--- config.mk ---
export PLATFORM = sky130hd
export DESIGN_NAME = gregorian_date_info
export DESIGN_NICKNAME = d
export VERILOG_FILES = /design/src/rtl/core/gdi_pkg.sv /design/src/rtl/core/gdi_mod7.sv /design/src/rtl/core/gregorian_date_info.sv
export VERILOG_INCLUDE_DIRS = /design/src /design/src/rtl/core
export SDC_FILE = /design/constraint.sdc
export NUM_CORES = 1
export LEC_CHECK = 0
export BUFFER_PORTS_ARGS = -buffer_cell sky130_fd_sc_hd__buf_2
export CORE_MARGIN = 1.5
export CORE_UTILIZATION = 40
export DETAILED_ROUTE_END_ITERATION = 6
export RECOVER_POWER = 50
export SLEW_MARGIN = 20
export SYNTH_ARGS = -nofsm -noshare
export SYNTH_HDL_FRONTEND = slang
export SYNTH_SLANG_ARGS = --single-unit
--- constraint.sdc ---
create_clock -name clock -period 15.7 [get_ports clock]
set_input_delay 3.925 -clock clock [delete_from_list [all_inputs] [get_ports clock]]
set_output_delay 3.925 -clock clock [all_outputs]
set_load 0.01 [all_outputs]
--- src/rtl/core/gregorian_date_info_defines.svh ---
// Assertion macros shared by the calendar block.
`ifndef GREGORIAN_DATE_INFO_DEFINES_SVH
`define GREGORIAN_DATE_INFO_DEFINES_SVH

// Generic clocked check, disabled during reset.
`define GDI_ASSERT(label, clk, rst, prop) \
   label: assert property (@(posedge clk) disable iff (rst) prop) \
      else $error("gregorian_date_info check failed");

// Same-cycle implication check.
`define GDI_ASSERT_IMPLY(label, clk, rst, cond, expr) \
   `GDI_ASSERT(label, clk, rst, (cond) |-> (expr))

`endif

--- src/rtl/core/gdi_pkg.sv ---
// Types, constants and calendar tables for the Gregorian date block.
package gdi_pkg;

   localparam logic [3:0]  MONTH_FEB      = 4'd2;
   localparam logic [3:0]  MONTH_DEC      = 4'd12;
   localparam logic [8:0]  DAYS_YEAR      = 9'd365;
   localparam logic [8:0]  DAYS_LEAP_YEAR = 9'd366;
   localparam logic [2:0]  WEEKDAY_FRI    = 3'd5;
   localparam logic [2:0]  WEEKDAY_SAT    = 3'd6;
   localparam logic [14:0] YEAR_OFFSET    = 15'd400;

   // reciprocal multipliers for constant division
   localparam logic [12:0] DIV25_T_MUL   = 13'd5243;   // t / 25, t < 8192
   localparam int          DIV25_T_SHIFT = 17;
   localparam logic [14:0] DIV25_Y_MUL   = 15'd20972;  // y / 25, y < 16384
   localparam int          DIV25_Y_SHIFT = 19;
   localparam logic [15:0] MOD7_MUL      = 16'd37450;  // s / 7, s < 32768
   localparam int          MOD7_SHIFT    = 18;

   typedef struct packed {
      logic [13:0] year;
      logic [3:0]  month;
      logic [4:0]  day;
   } req_type;

   typedef struct packed {
      logic        date_valid;
      logic        leap_year;
      logic [4:0]  month_length;
      logic [2:0]  weekday;
      logic        is_weekend;
      logic        is_week_last_day;
      logic [2:0]  days_to_week_end;
      logic [4:0]  days_to_month_end;
      logic [8:0]  days_to_year_end;
      logic [13:0] next_year;
      logic [3:0]  next_month;
      logic [4:0]  next_day;
   } rsp_type;

   typedef struct packed {
      logic [13:0] year;
      logic [3:0]  month;
      logic [4:0]  day;
      logic [14:0] yy;
      logic [12:0] quarter;
      logic [25:0] prod_century;
      logic [28:0] prod_y25;
   } s1_type;

   typedef struct packed {
      logic [13:0] year;
      logic [3:0]  month;
      logic [4:0]  day;
      logic        leap;
      logic [4:0]  mlen;
      logic        valid;
      logic [8:0]  doy;
      logic [14:0] sum;
   } s2_type;

   typedef struct packed {
      logic        leap;
      logic [4:0]  mlen;
      logic        valid;
      logic [4:0]  to_month_end;
      logic [8:0]  to_year_end;
      logic [13:0] ny;
      logic [3:0]  nm;
      logic [4:0]  nd;
   } s3_type;

   function automatic logic [4:0] month_length(input logic [3:0] m, input logic leap);
      logic [4:0] len;
      case (m)
         4'd1, 4'd3, 4'd5, 4'd7, 4'd8, 4'd10, 4'd12: len = 5'd31;
         4'd4, 4'd6, 4'd9, 4'd11:                    len = 5'd30;
         4'd2:                                        len = leap ? 5'd29 : 5'd28;
         default:                                     len = 5'd0;
      endcase
      return len;
   endfunction

   function automatic logic [8:0] days_before(input logic [3:0] m);
      logic [8:0] n;
      case (m)
         4'd1:    n = 9'd0;
         4'd2:    n = 9'd31;
         4'd3:    n = 9'd59;
         4'd4:    n = 9'd90;
         4'd5:    n = 9'd120;
         4'd6:    n = 9'd151;
         4'd7:    n = 9'd181;
         4'd8:    n = 9'd212;
         4'd9:    n = 9'd243;
         4'd10:   n = 9'd273;
         4'd11:   n = 9'd304;
         4'd12:   n = 9'd334;
         default: n = 9'd0;
      endcase
      return n;
   endfunction

   // (31 * shifted_month) / 12, March counted as month 1
   function automatic logic [4:0] month_offset(input logic [3:0] m);
      logic [4:0] n;
      case (m)
         4'd1:    n = 5'd28;
         4'd2:    n = 5'd31;
         4'd3:    n = 5'd2;
         4'd4:    n = 5'd5;
         4'd5:    n = 5'd7;
         4'd6:    n = 5'd10;
         4'd7:    n = 5'd12;
         4'd8:    n = 5'd15;
         4'd9:    n = 5'd18;
         4'd10:   n = 5'd20;
         4'd11:   n = 5'd23;
         4'd12:   n = 5'd25;
         default: n = 5'd0;
      endcase
      return n;
   endfunction

endpackage

--- src/rtl/core/gdi_mod7.sv ---
// Two-step modulo-7 reduction: registered reciprocal product, then correction.
module gdi_mod7 (
   input  logic        clock,
   input  logic [14:0] sum_in,
   output logic [2:0]  rem
);

   logic [30:0] prod_in;
   logic [30:0] prod_ff;
   logic [14:0] sum_ff;
   logic [12:0] quo;
   logic [14:0] diff;

   assign prod_in = 31'(sum_in) * 31'(gdi_pkg::MOD7_MUL);

   always_ff @(posedge clock) begin
      prod_ff <= prod_in;
      sum_ff  <= sum_in;
   end

   always_comb begin
      quo  = prod_ff[gdi_pkg::MOD7_SHIFT + 12 : gdi_pkg::MOD7_SHIFT];
      diff = sum_ff - (15'(quo) << 3) + 15'(quo);
      rem  = diff[2:0];
   end

endmodule

--- src/rtl/core/gregorian_date_info.sv ---
// Gregorian date facts: an accepted item passes through the stage registers listed below to rsp_strobe.
// One item per clock; busy is never raised, so start is taken every cycle.
// Stages: reciprocal products, leap/length/day sums, mod-7 product and next date, output.
// Each result is shown for one cycle; the receiver cannot stall.
// Synchronous reset clears all stage valid bits and the strobe.
`include "gregorian_date_info_defines.svh"

module gregorian_date_info (
   input  logic             clock,
   input  logic             reset,
   input  logic             start,
   output logic             busy,
   input  gdi_pkg::req_type req_data,
   output logic             rsp_strobe,
   output gdi_pkg::rsp_type rsp_data
);

   gdi_pkg::s1_type  s1_in, s1_ff;
   gdi_pkg::s2_type  s2_in, s2_ff;
   gdi_pkg::s3_type  s3_in, s3_ff;
   gdi_pkg::rsp_type rsp_in, rsp_ff;
   logic             v1_in, v1_ff, v2_ff, v3_ff, strobe_ff;

   logic       early;
   logic [7:0] q100;
   logic [5:0] q400;
   logic [9:0] q25;
   logic [13:0] r25;
   logic [2:0] wd;

   assign busy  = 1'b0;
   assign v1_in = start && !busy;

   // stage 1: year shift and reciprocal products
   always_comb begin
      early              = (req_data.month <= gdi_pkg::MONTH_FEB);
      s1_in.year         = req_data.year;
      s1_in.month        = req_data.month;
      s1_in.day          = req_data.day;
      s1_in.yy           = 15'(req_data.year) + gdi_pkg::YEAR_OFFSET - 15'(early);
      s1_in.quarter      = s1_in.yy[14:2];
      s1_in.prod_century = 26'(s1_in.quarter) * 26'(gdi_pkg::DIV25_T_MUL);
      s1_in.prod_y25     = 29'(req_data.year) * 29'(gdi_pkg::DIV25_Y_MUL);
   end

   // stage 2: leap year, month length, validity, day sums
   always_comb begin
      q100 = s1_ff.prod_century[gdi_pkg::DIV25_T_SHIFT + 7 : gdi_pkg::DIV25_T_SHIFT];
      q400 = q100[7:2];
      q25  = s1_ff.prod_y25[gdi_pkg::DIV25_Y_SHIFT + 9 : gdi_pkg::DIV25_Y_SHIFT];
      r25  = s1_ff.year - ((14'(q25) << 4) + (14'(q25) << 3) + 14'(q25));
      s2_in.year  = s1_ff.year;
      s2_in.month = s1_ff.month;
      s2_in.day   = s1_ff.day;
      s2_in.leap  = (s1_ff.year[1:0] == 2'd0) &&
                    ((r25 != 14'd0) || (s1_ff.year[3:0] == 4'd0));
      s2_in.mlen  = gdi_pkg::month_length(s1_ff.month, s2_in.leap);
      s2_in.valid = (s2_in.mlen != 5'd0) && (s1_ff.day != 5'd0) &&
                    (s1_ff.day <= s2_in.mlen);
      s2_in.doy   = gdi_pkg::days_before(s1_ff.month) + 9'(s1_ff.day) +
                    9'(s2_in.leap && (s1_ff.month > gdi_pkg::MONTH_FEB));
      s2_in.sum   = 15'(s1_ff.day) + s1_ff.yy + 15'(s1_ff.quarter) - 15'(q100) +
                    15'(q400) + 15'(gdi_pkg::month_offset(s1_ff.month));
   end

   gdi_mod7 u_mod7 (
      .clock  (clock),
      .sum_in (s2_ff.sum),
      .rem    (wd)
   );

   // stage 3: following date and remaining-day counts
   always_comb begin
      s3_in.leap         = s2_ff.leap;
      s3_in.mlen         = s2_ff.mlen;
      s3_in.valid        = s2_ff.valid;
      s3_in.to_month_end = 5'd0;
      s3_in.to_year_end  = 9'd0;
      s3_in.ny           = 14'd0;
      s3_in.nm           = 4'd0;
      s3_in.nd           = 5'd0;
      if (s2_ff.valid) begin
         s3_in.to_month_end = s2_ff.mlen - s2_ff.day + 5'd1;
         s3_in.to_year_end  = (s2_ff.leap ? gdi_pkg::DAYS_LEAP_YEAR : gdi_pkg::DAYS_YEAR) -
                              s2_ff.doy + 9'd1;
         s3_in.ny = s2_ff.year;
         s3_in.nm = s2_ff.month;
         s3_in.nd = s2_ff.day + 5'd1;
         if (s2_ff.day == s2_ff.mlen) begin
            s3_in.nd = 5'd1;
            if (s2_ff.month == gdi_pkg::MONTH_DEC) begin
               s3_in.nm = 4'd1;
               s3_in.ny = s2_ff.year + 14'd1;
            end else begin
               s3_in.nm = s2_ff.month + 4'd1;
            end
         end
      end
   end

   // stage 4: weekday facts and result register
   always_comb begin
      rsp_in                   = '0;
      rsp_in.date_valid        = s3_ff.valid;
      rsp_in.leap_year         = s3_ff.leap;
      rsp_in.month_length      = s3_ff.mlen;
      rsp_in.days_to_month_end = s3_ff.to_month_end;
      rsp_in.days_to_year_end  = s3_ff.to_year_end;
      rsp_in.next_year         = s3_ff.ny;
      rsp_in.next_month        = s3_ff.nm;
      rsp_in.next_day          = s3_ff.nd;
      if (s3_ff.valid) begin
         rsp_in.weekday          = wd;
         rsp_in.is_weekend       = (wd == gdi_pkg::WEEKDAY_FRI) || (wd == gdi_pkg::WEEKDAY_SAT);
         rsp_in.is_week_last_day = (wd == gdi_pkg::WEEKDAY_SAT);
         rsp_in.days_to_week_end = gdi_pkg::WEEKDAY_SAT - wd;
      end
   end

   always_ff @(posedge clock) begin
      if (reset) begin
         v1_ff     <= 1'b0;
         v2_ff     <= 1'b0;
         v3_ff     <= 1'b0;
         strobe_ff <= 1'b0;
      end else begin
         v1_ff     <= v1_in;
         v2_ff     <= v1_ff;
         v3_ff     <= v2_ff;
         strobe_ff <= v3_ff;
      end
   end

   always_ff @(posedge clock) begin
      s1_ff  <= s1_in;
      s2_ff  <= s2_in;
      s3_ff  <= s3_in;
      rsp_ff <= rsp_in;
   end

   assign rsp_strobe = strobe_ff;
   assign rsp_data   = rsp_ff;

   `GDI_ASSERT(a_latency, clock, reset, (start && !busy) |-> ##4 rsp_strobe)
   `GDI_ASSERT_IMPLY(a_invalid_zero, clock, reset, rsp_strobe && !rsp_data.date_valid,
      rsp_data.weekday == 3'd0 && rsp_data.days_to_year_end == 9'd0 && rsp_data.next_day == 5'd0)
   `GDI_ASSERT_IMPLY(a_valid_range, clock, reset, rsp_strobe && rsp_data.date_valid,
      rsp_data.weekday != 3'd7 && rsp_data.days_to_month_end != 5'd0 && rsp_data.next_day != 5'd0)

endmodule

# Word level (Yosys, flattened, before mapping)
# Memory sizes are Yosys's and may differ from the RTL's. A register that Yosys moved wholly into a read port is not among the register bits.
# Index checks and enable logic that the tools add are counted.
# totals
rom_bits,224
mem_bits_rw,0
latch_bits,0
mem_count,2
register_bits,280
wordCells,109
# mem_list
name,words,width,rd,rd_clocked_by_memory_dff,write_ports,line_no,source
(name not given),16,9,1,1,0,gdi_pkg.sv:86,case (m)
(name not given),16,5,1,1,0,gdi_pkg.sv:107,case (m)
# op_classes
n_reduce_logical,14
shifts,0
div,0
order_cmp,3
n_mux,6
add_sub_neg,22
eq_ne,16
bitwise_logic,1
multipliers,3
# ops
operator,n
multiplier 14 x 13 -> 27 bit (second input constant),1
multiplier 13 x 13 -> 25 bit (second input constant),1
equality test 4 bit (second input constant),6
2-to-1 mux 23 bit,1
multiplier 15 x 15 -> 20 bit (second input constant),1
equality test 4 x 3 -> 1 bit (second input constant),4
adder 14 x 9 -> 15 bit (second input constant),1
adder 15 x 13 -> 15 bit,1
adder 15 x 5 -> 15 bit,1
adder 15 x 6 -> 15 bit,1
adder 5 x 15 -> 15 bit,1
case mux 5 bit (3 select lines),1
subtractor 15 x 1 -> 15 bit,1
subtractor 15 x 8 -> 15 bit,1
adder 14 x 1 -> 14 bit (second input constant),1
adder 14 x 10 -> 14 bit,1
adder 14 x 13 -> 14 bit,1
2-to-1 mux 14 bit,1
nonzero test 14 bit,1
subtractor 14 bit,1
adder 5 x 1 -> 5 bit (second input constant),2
nonzero test 5 bit,2
adder 9 x 1 -> 9 bit,1
adder 9 x 1 -> 9 bit (second input constant),1
25 further kinds,31

# Logic depth before layout (Yosys ltp)
# depth
ltp_word,11
depth_mapped,33
depth_no_buf,33

# Cells and area by module
# From an unflattened synthesis, not the netlist that was laid out.
# hier_totals
hier_cells,1715
area_unflattened_um2,17937.2
# modules_own_cells
mod,area_each_um2,seq_area_each_um2,instances,cells_per_inst
gregorian_date_info,15746.4,4344.2,1,1493
gdi_mod7,2190.9,120.1,1,222

# Worst setup path before layout
# OpenSTA, ideal clock, no wires.
# synth_path
kind,input-to-reg
startpoint,in req_data[8] in the netlist's numbering
endpoint,reg s1_ff (netlist bit q100[7])
stages,33
arrival_ns,10.772
path_slack_ns,4.792
setup_ns,0.136
n_path_buf,1
cell_sequence,clkbuf_1 > inv_1 > o211a_1 > ha_1 > inv_1 > ha_1 > fa_1 > a21o_1 > a21oi_1 > o21ai_1 > a211oi_1 > o21a_1 > o21bai_1 > a21oi_1 > xnor2_1 > ha_1 > inv_1 > fa_1 > inv_1 > fa_1 > fa_1 > inv_1 > fa_1 > inv_1 > ha_1 > nor3_1 > o21ai_0 > o211ai_1 > o31ai_1 > a211o_1 > a21oi_1 > xnor2_1 > xnor2_1
# synth_lines
element,line_no,source
from (decl),gregorian_date_info.sv:13,"input gdi_pkg::req_type req_data,"
to (signal assigned),gregorian_date_info.sv:135,s1_ff <= s1_in;
to (decl),gregorian_date_info.sv:18,"gdi_pkg::s1_type s1_in, s1_ff;"

==> summary.txt <==
Cells and area
  • Commonest non-fill, non-tap cell in the layout: inv_1
  • Commonest non-fill, non-tap cells in the layout: inv_1, ha_1, dfxtp_1
  • Final #Nets: 2383
  • Share of cells above drive strength 1: roughly 7%
  • Layout area overhead: 10.2%
  • # diodes: 0

Detailed routing
  • Vias: 11100
  • DR pass1 iterations: 7
  • Detail Route Antenna Nets: 0
  • Final wirelength: 33400 um
  • DRC violations left: 0
  • DR WL/cell: roughly 14 um
  • Drt via density: 4.63
  • 1st-iter DRT viols: 394

Global route
  • GRT overflow: 0
  • Global-route wire length before repair: about 57000 um
  • Largest net degree at the start of global routing: 29
  • Gr usage total: 15.4%
  • Number of global-route vias before repair: 11700
  • Initial antenna violation count: 0

Hold path
  • HP Class: flop to flop

Critical path
  • WP data arrival: 11.75 ns
  • Critical path's slowest cell: fa_1
  • CP required: 16.07 ns
  • CP max stage delay: between 0.5 and 0.6 ns
  • Cell family with most CP delay: adder cells
  • Crit end category: flop
  • Crit path launch type: input port
  • Buf/Inv on CP: 6
  • Crit Path Category: input port to flop
  • Max FO, Critical Path: 10

Timing
  • Hold Vio Cnt, Final: 0
  • Worst Skew: 0.0286 ns
  • Setup TNS: 0 ns
  • Slew Limit Headroom: 31.4%
  • Fmax: 87.8 MHz
  • Slew Limit Fails: 0
  • Worst-Margin Slew: 1.03 ns
  • Final Critical Period: 11.39 ns
  • Setup violators final: 0
  • RSZ-0062 raised after global routing: no
  • Crit share post-route: 72.5%

Clock network
  • Clock transition at path regs: about 0.060 ns
  • Clock latency on the worst-skew pair: 0.53 ns
  • CTS resizes: 0
  • Clk sinks: 223
  • H-tree lvl count: 1
  • CTS tree: done
  • Inserted Clock Buffers: 23
  • Post-CTS Repair Setup Buffers: 0
  • Hold buffers post-CTS: 0
  • CTS Buffer Depth: 3
  • CTS Root Cell: clkbuf_16

Logic synthesis
  • Synth top area share: 25.9%
  • Synth area leader: ha_1
  • Synth Cell Area: 17800 um^2
  • Area contributors post-synth: ha_1, dfxtp_1, fa_1
  • Synth Instances: 1704
  • Seq/Total Area, Yosys: 25.1%
  • Fraction of registers with async set/reset: 0%
  • Post-synth EDFFs: 0
  • Post-synth top flop: dfxtp_1
  • Synth Register Bits: 223
  • Post-Syn Area per Cell: 10.4 um^2
  • Distinct cells, synth: 57
  • Post-synth net total: 2290
  • Synth Warn #: 0

Placement
  • Port-buffer cells: 78
  • HPWL after detailed placement: 28600 um
  • Gpl congestion: roughly 0.89

Status
  • Status: completed

Floorplan
  • Initial Util: 40.3%
  • Die Span Y: about 210 um
  • IO Count: 80
  • Die W: 214 um
  • Die ar.: 45700 um^2
  • Core area: 44000 um^2
  • Cell row count: 77

Flow run
  • Max-cap violations: 0
registers in the layout, indices dropped and copies added (netlist names), 3 cells and up, named ones only:
register and cells:
rsp_data 49, u_mod7.prod_ff 3, rsp_in 42, s1_ff 38, u_mod7.sum_ff 3, q100 8, q25 10, s2_ff 52
through the flow:
| step | instances | area [um^2] | setup WS (ns) | hold slack (ns) | utilization, % |
|---|---|---|---|---|---|
| after floorplan | 1704 | 17800 | 4.79 | 0.310 | - |
| after global placement | 2364 | 18800 | 4.00 | 0.310 | 42.8 |
| after detailed placement | 2364 | 18800 | 3.90 | 0.312 | 42.8 |
| after CTS | 2403 | 19600 | 4.43 | 0.327 | 44.4 |
| after global routing | 2403 | 19600 | 3.64 | 0.331 | 44.4 |
| final | 2403 | 19600 | 4.31 | 0.327 | 44.4 |
kinds of logic (layout without fill, tap and decap cells):
| family | after synthesis | after routing | share of synthesized area, % |
|---|---|---|---|
| AOI/OAI and AO/OA | 199 | 199 | 7.29 |
| xor gates and xnor gates | 102 | 102 | 5.03 |
| adders and majority gates | 560 | 560 | 47.6 |
| buffers and inverters | 405 | 512 | 8.65 |
| DFF | 223 | 223 | 25.1 |
| muxes | 11 | 11 | 0.641 |
| other | 1 | 1 | 0.0211 |
| and+or+nand+nor | 203 | 203 | 5.65 |
layer usage:
metal  track usage [%]  vias to the layer above  part of all wire [%]
met4              3.47                        0                   1.5
met5                 0                        -                     0
met2              26.9                      139                    48
met3              1.93                       32                   3.3
met1              20.4                     5319                    47
li1                  -                     5645                     -
path summary, 6_finish.rpt:
| check | start | endpoint | slack, ns | cells past startpoint |
|---|---|---|---|---|
| max | req_data[6] | q100[7]$_DFF_P_ | 4.31 | 33 |
| min | rsp_in[21]$_SDFF_PN0_ | rsp_data[21]$_DFF_P_ | 0.33 | 0 |
| max reg2reg | q25[0]$_DFF_P_ | s2_ff[21]$_DFF_P_ | 10.20 | 20 |
| min reg2reg | rsp_in[21]$_SDFF_PN0_ | rsp_data[21]$_DFF_P_ | 0.33 | 0 |
Yosys cell counts, drive strengths merged, types with 15 or more instances:
master and n:
a21o 28, o21ai 35, fa 192, xor2 38, nor2 59, and2 15
ha 368, nor2b 19, nand3 22, dfxtp 223, inv 395, a21oi 66
nand2 36, xnor2 64
area by class of cell:
class	count	area, um^2
clock buffer	27	621
sequential	223	4460
timing repair buffer	78	385
fill	4219	24500
tap	592	741
inverter	395	1480
clock inverter	12	114
multi-input combinational	1076	11800
Power is not shown: default switching activity piles up to over one toggle a cycle in this logic, so the estimate is an artifact.
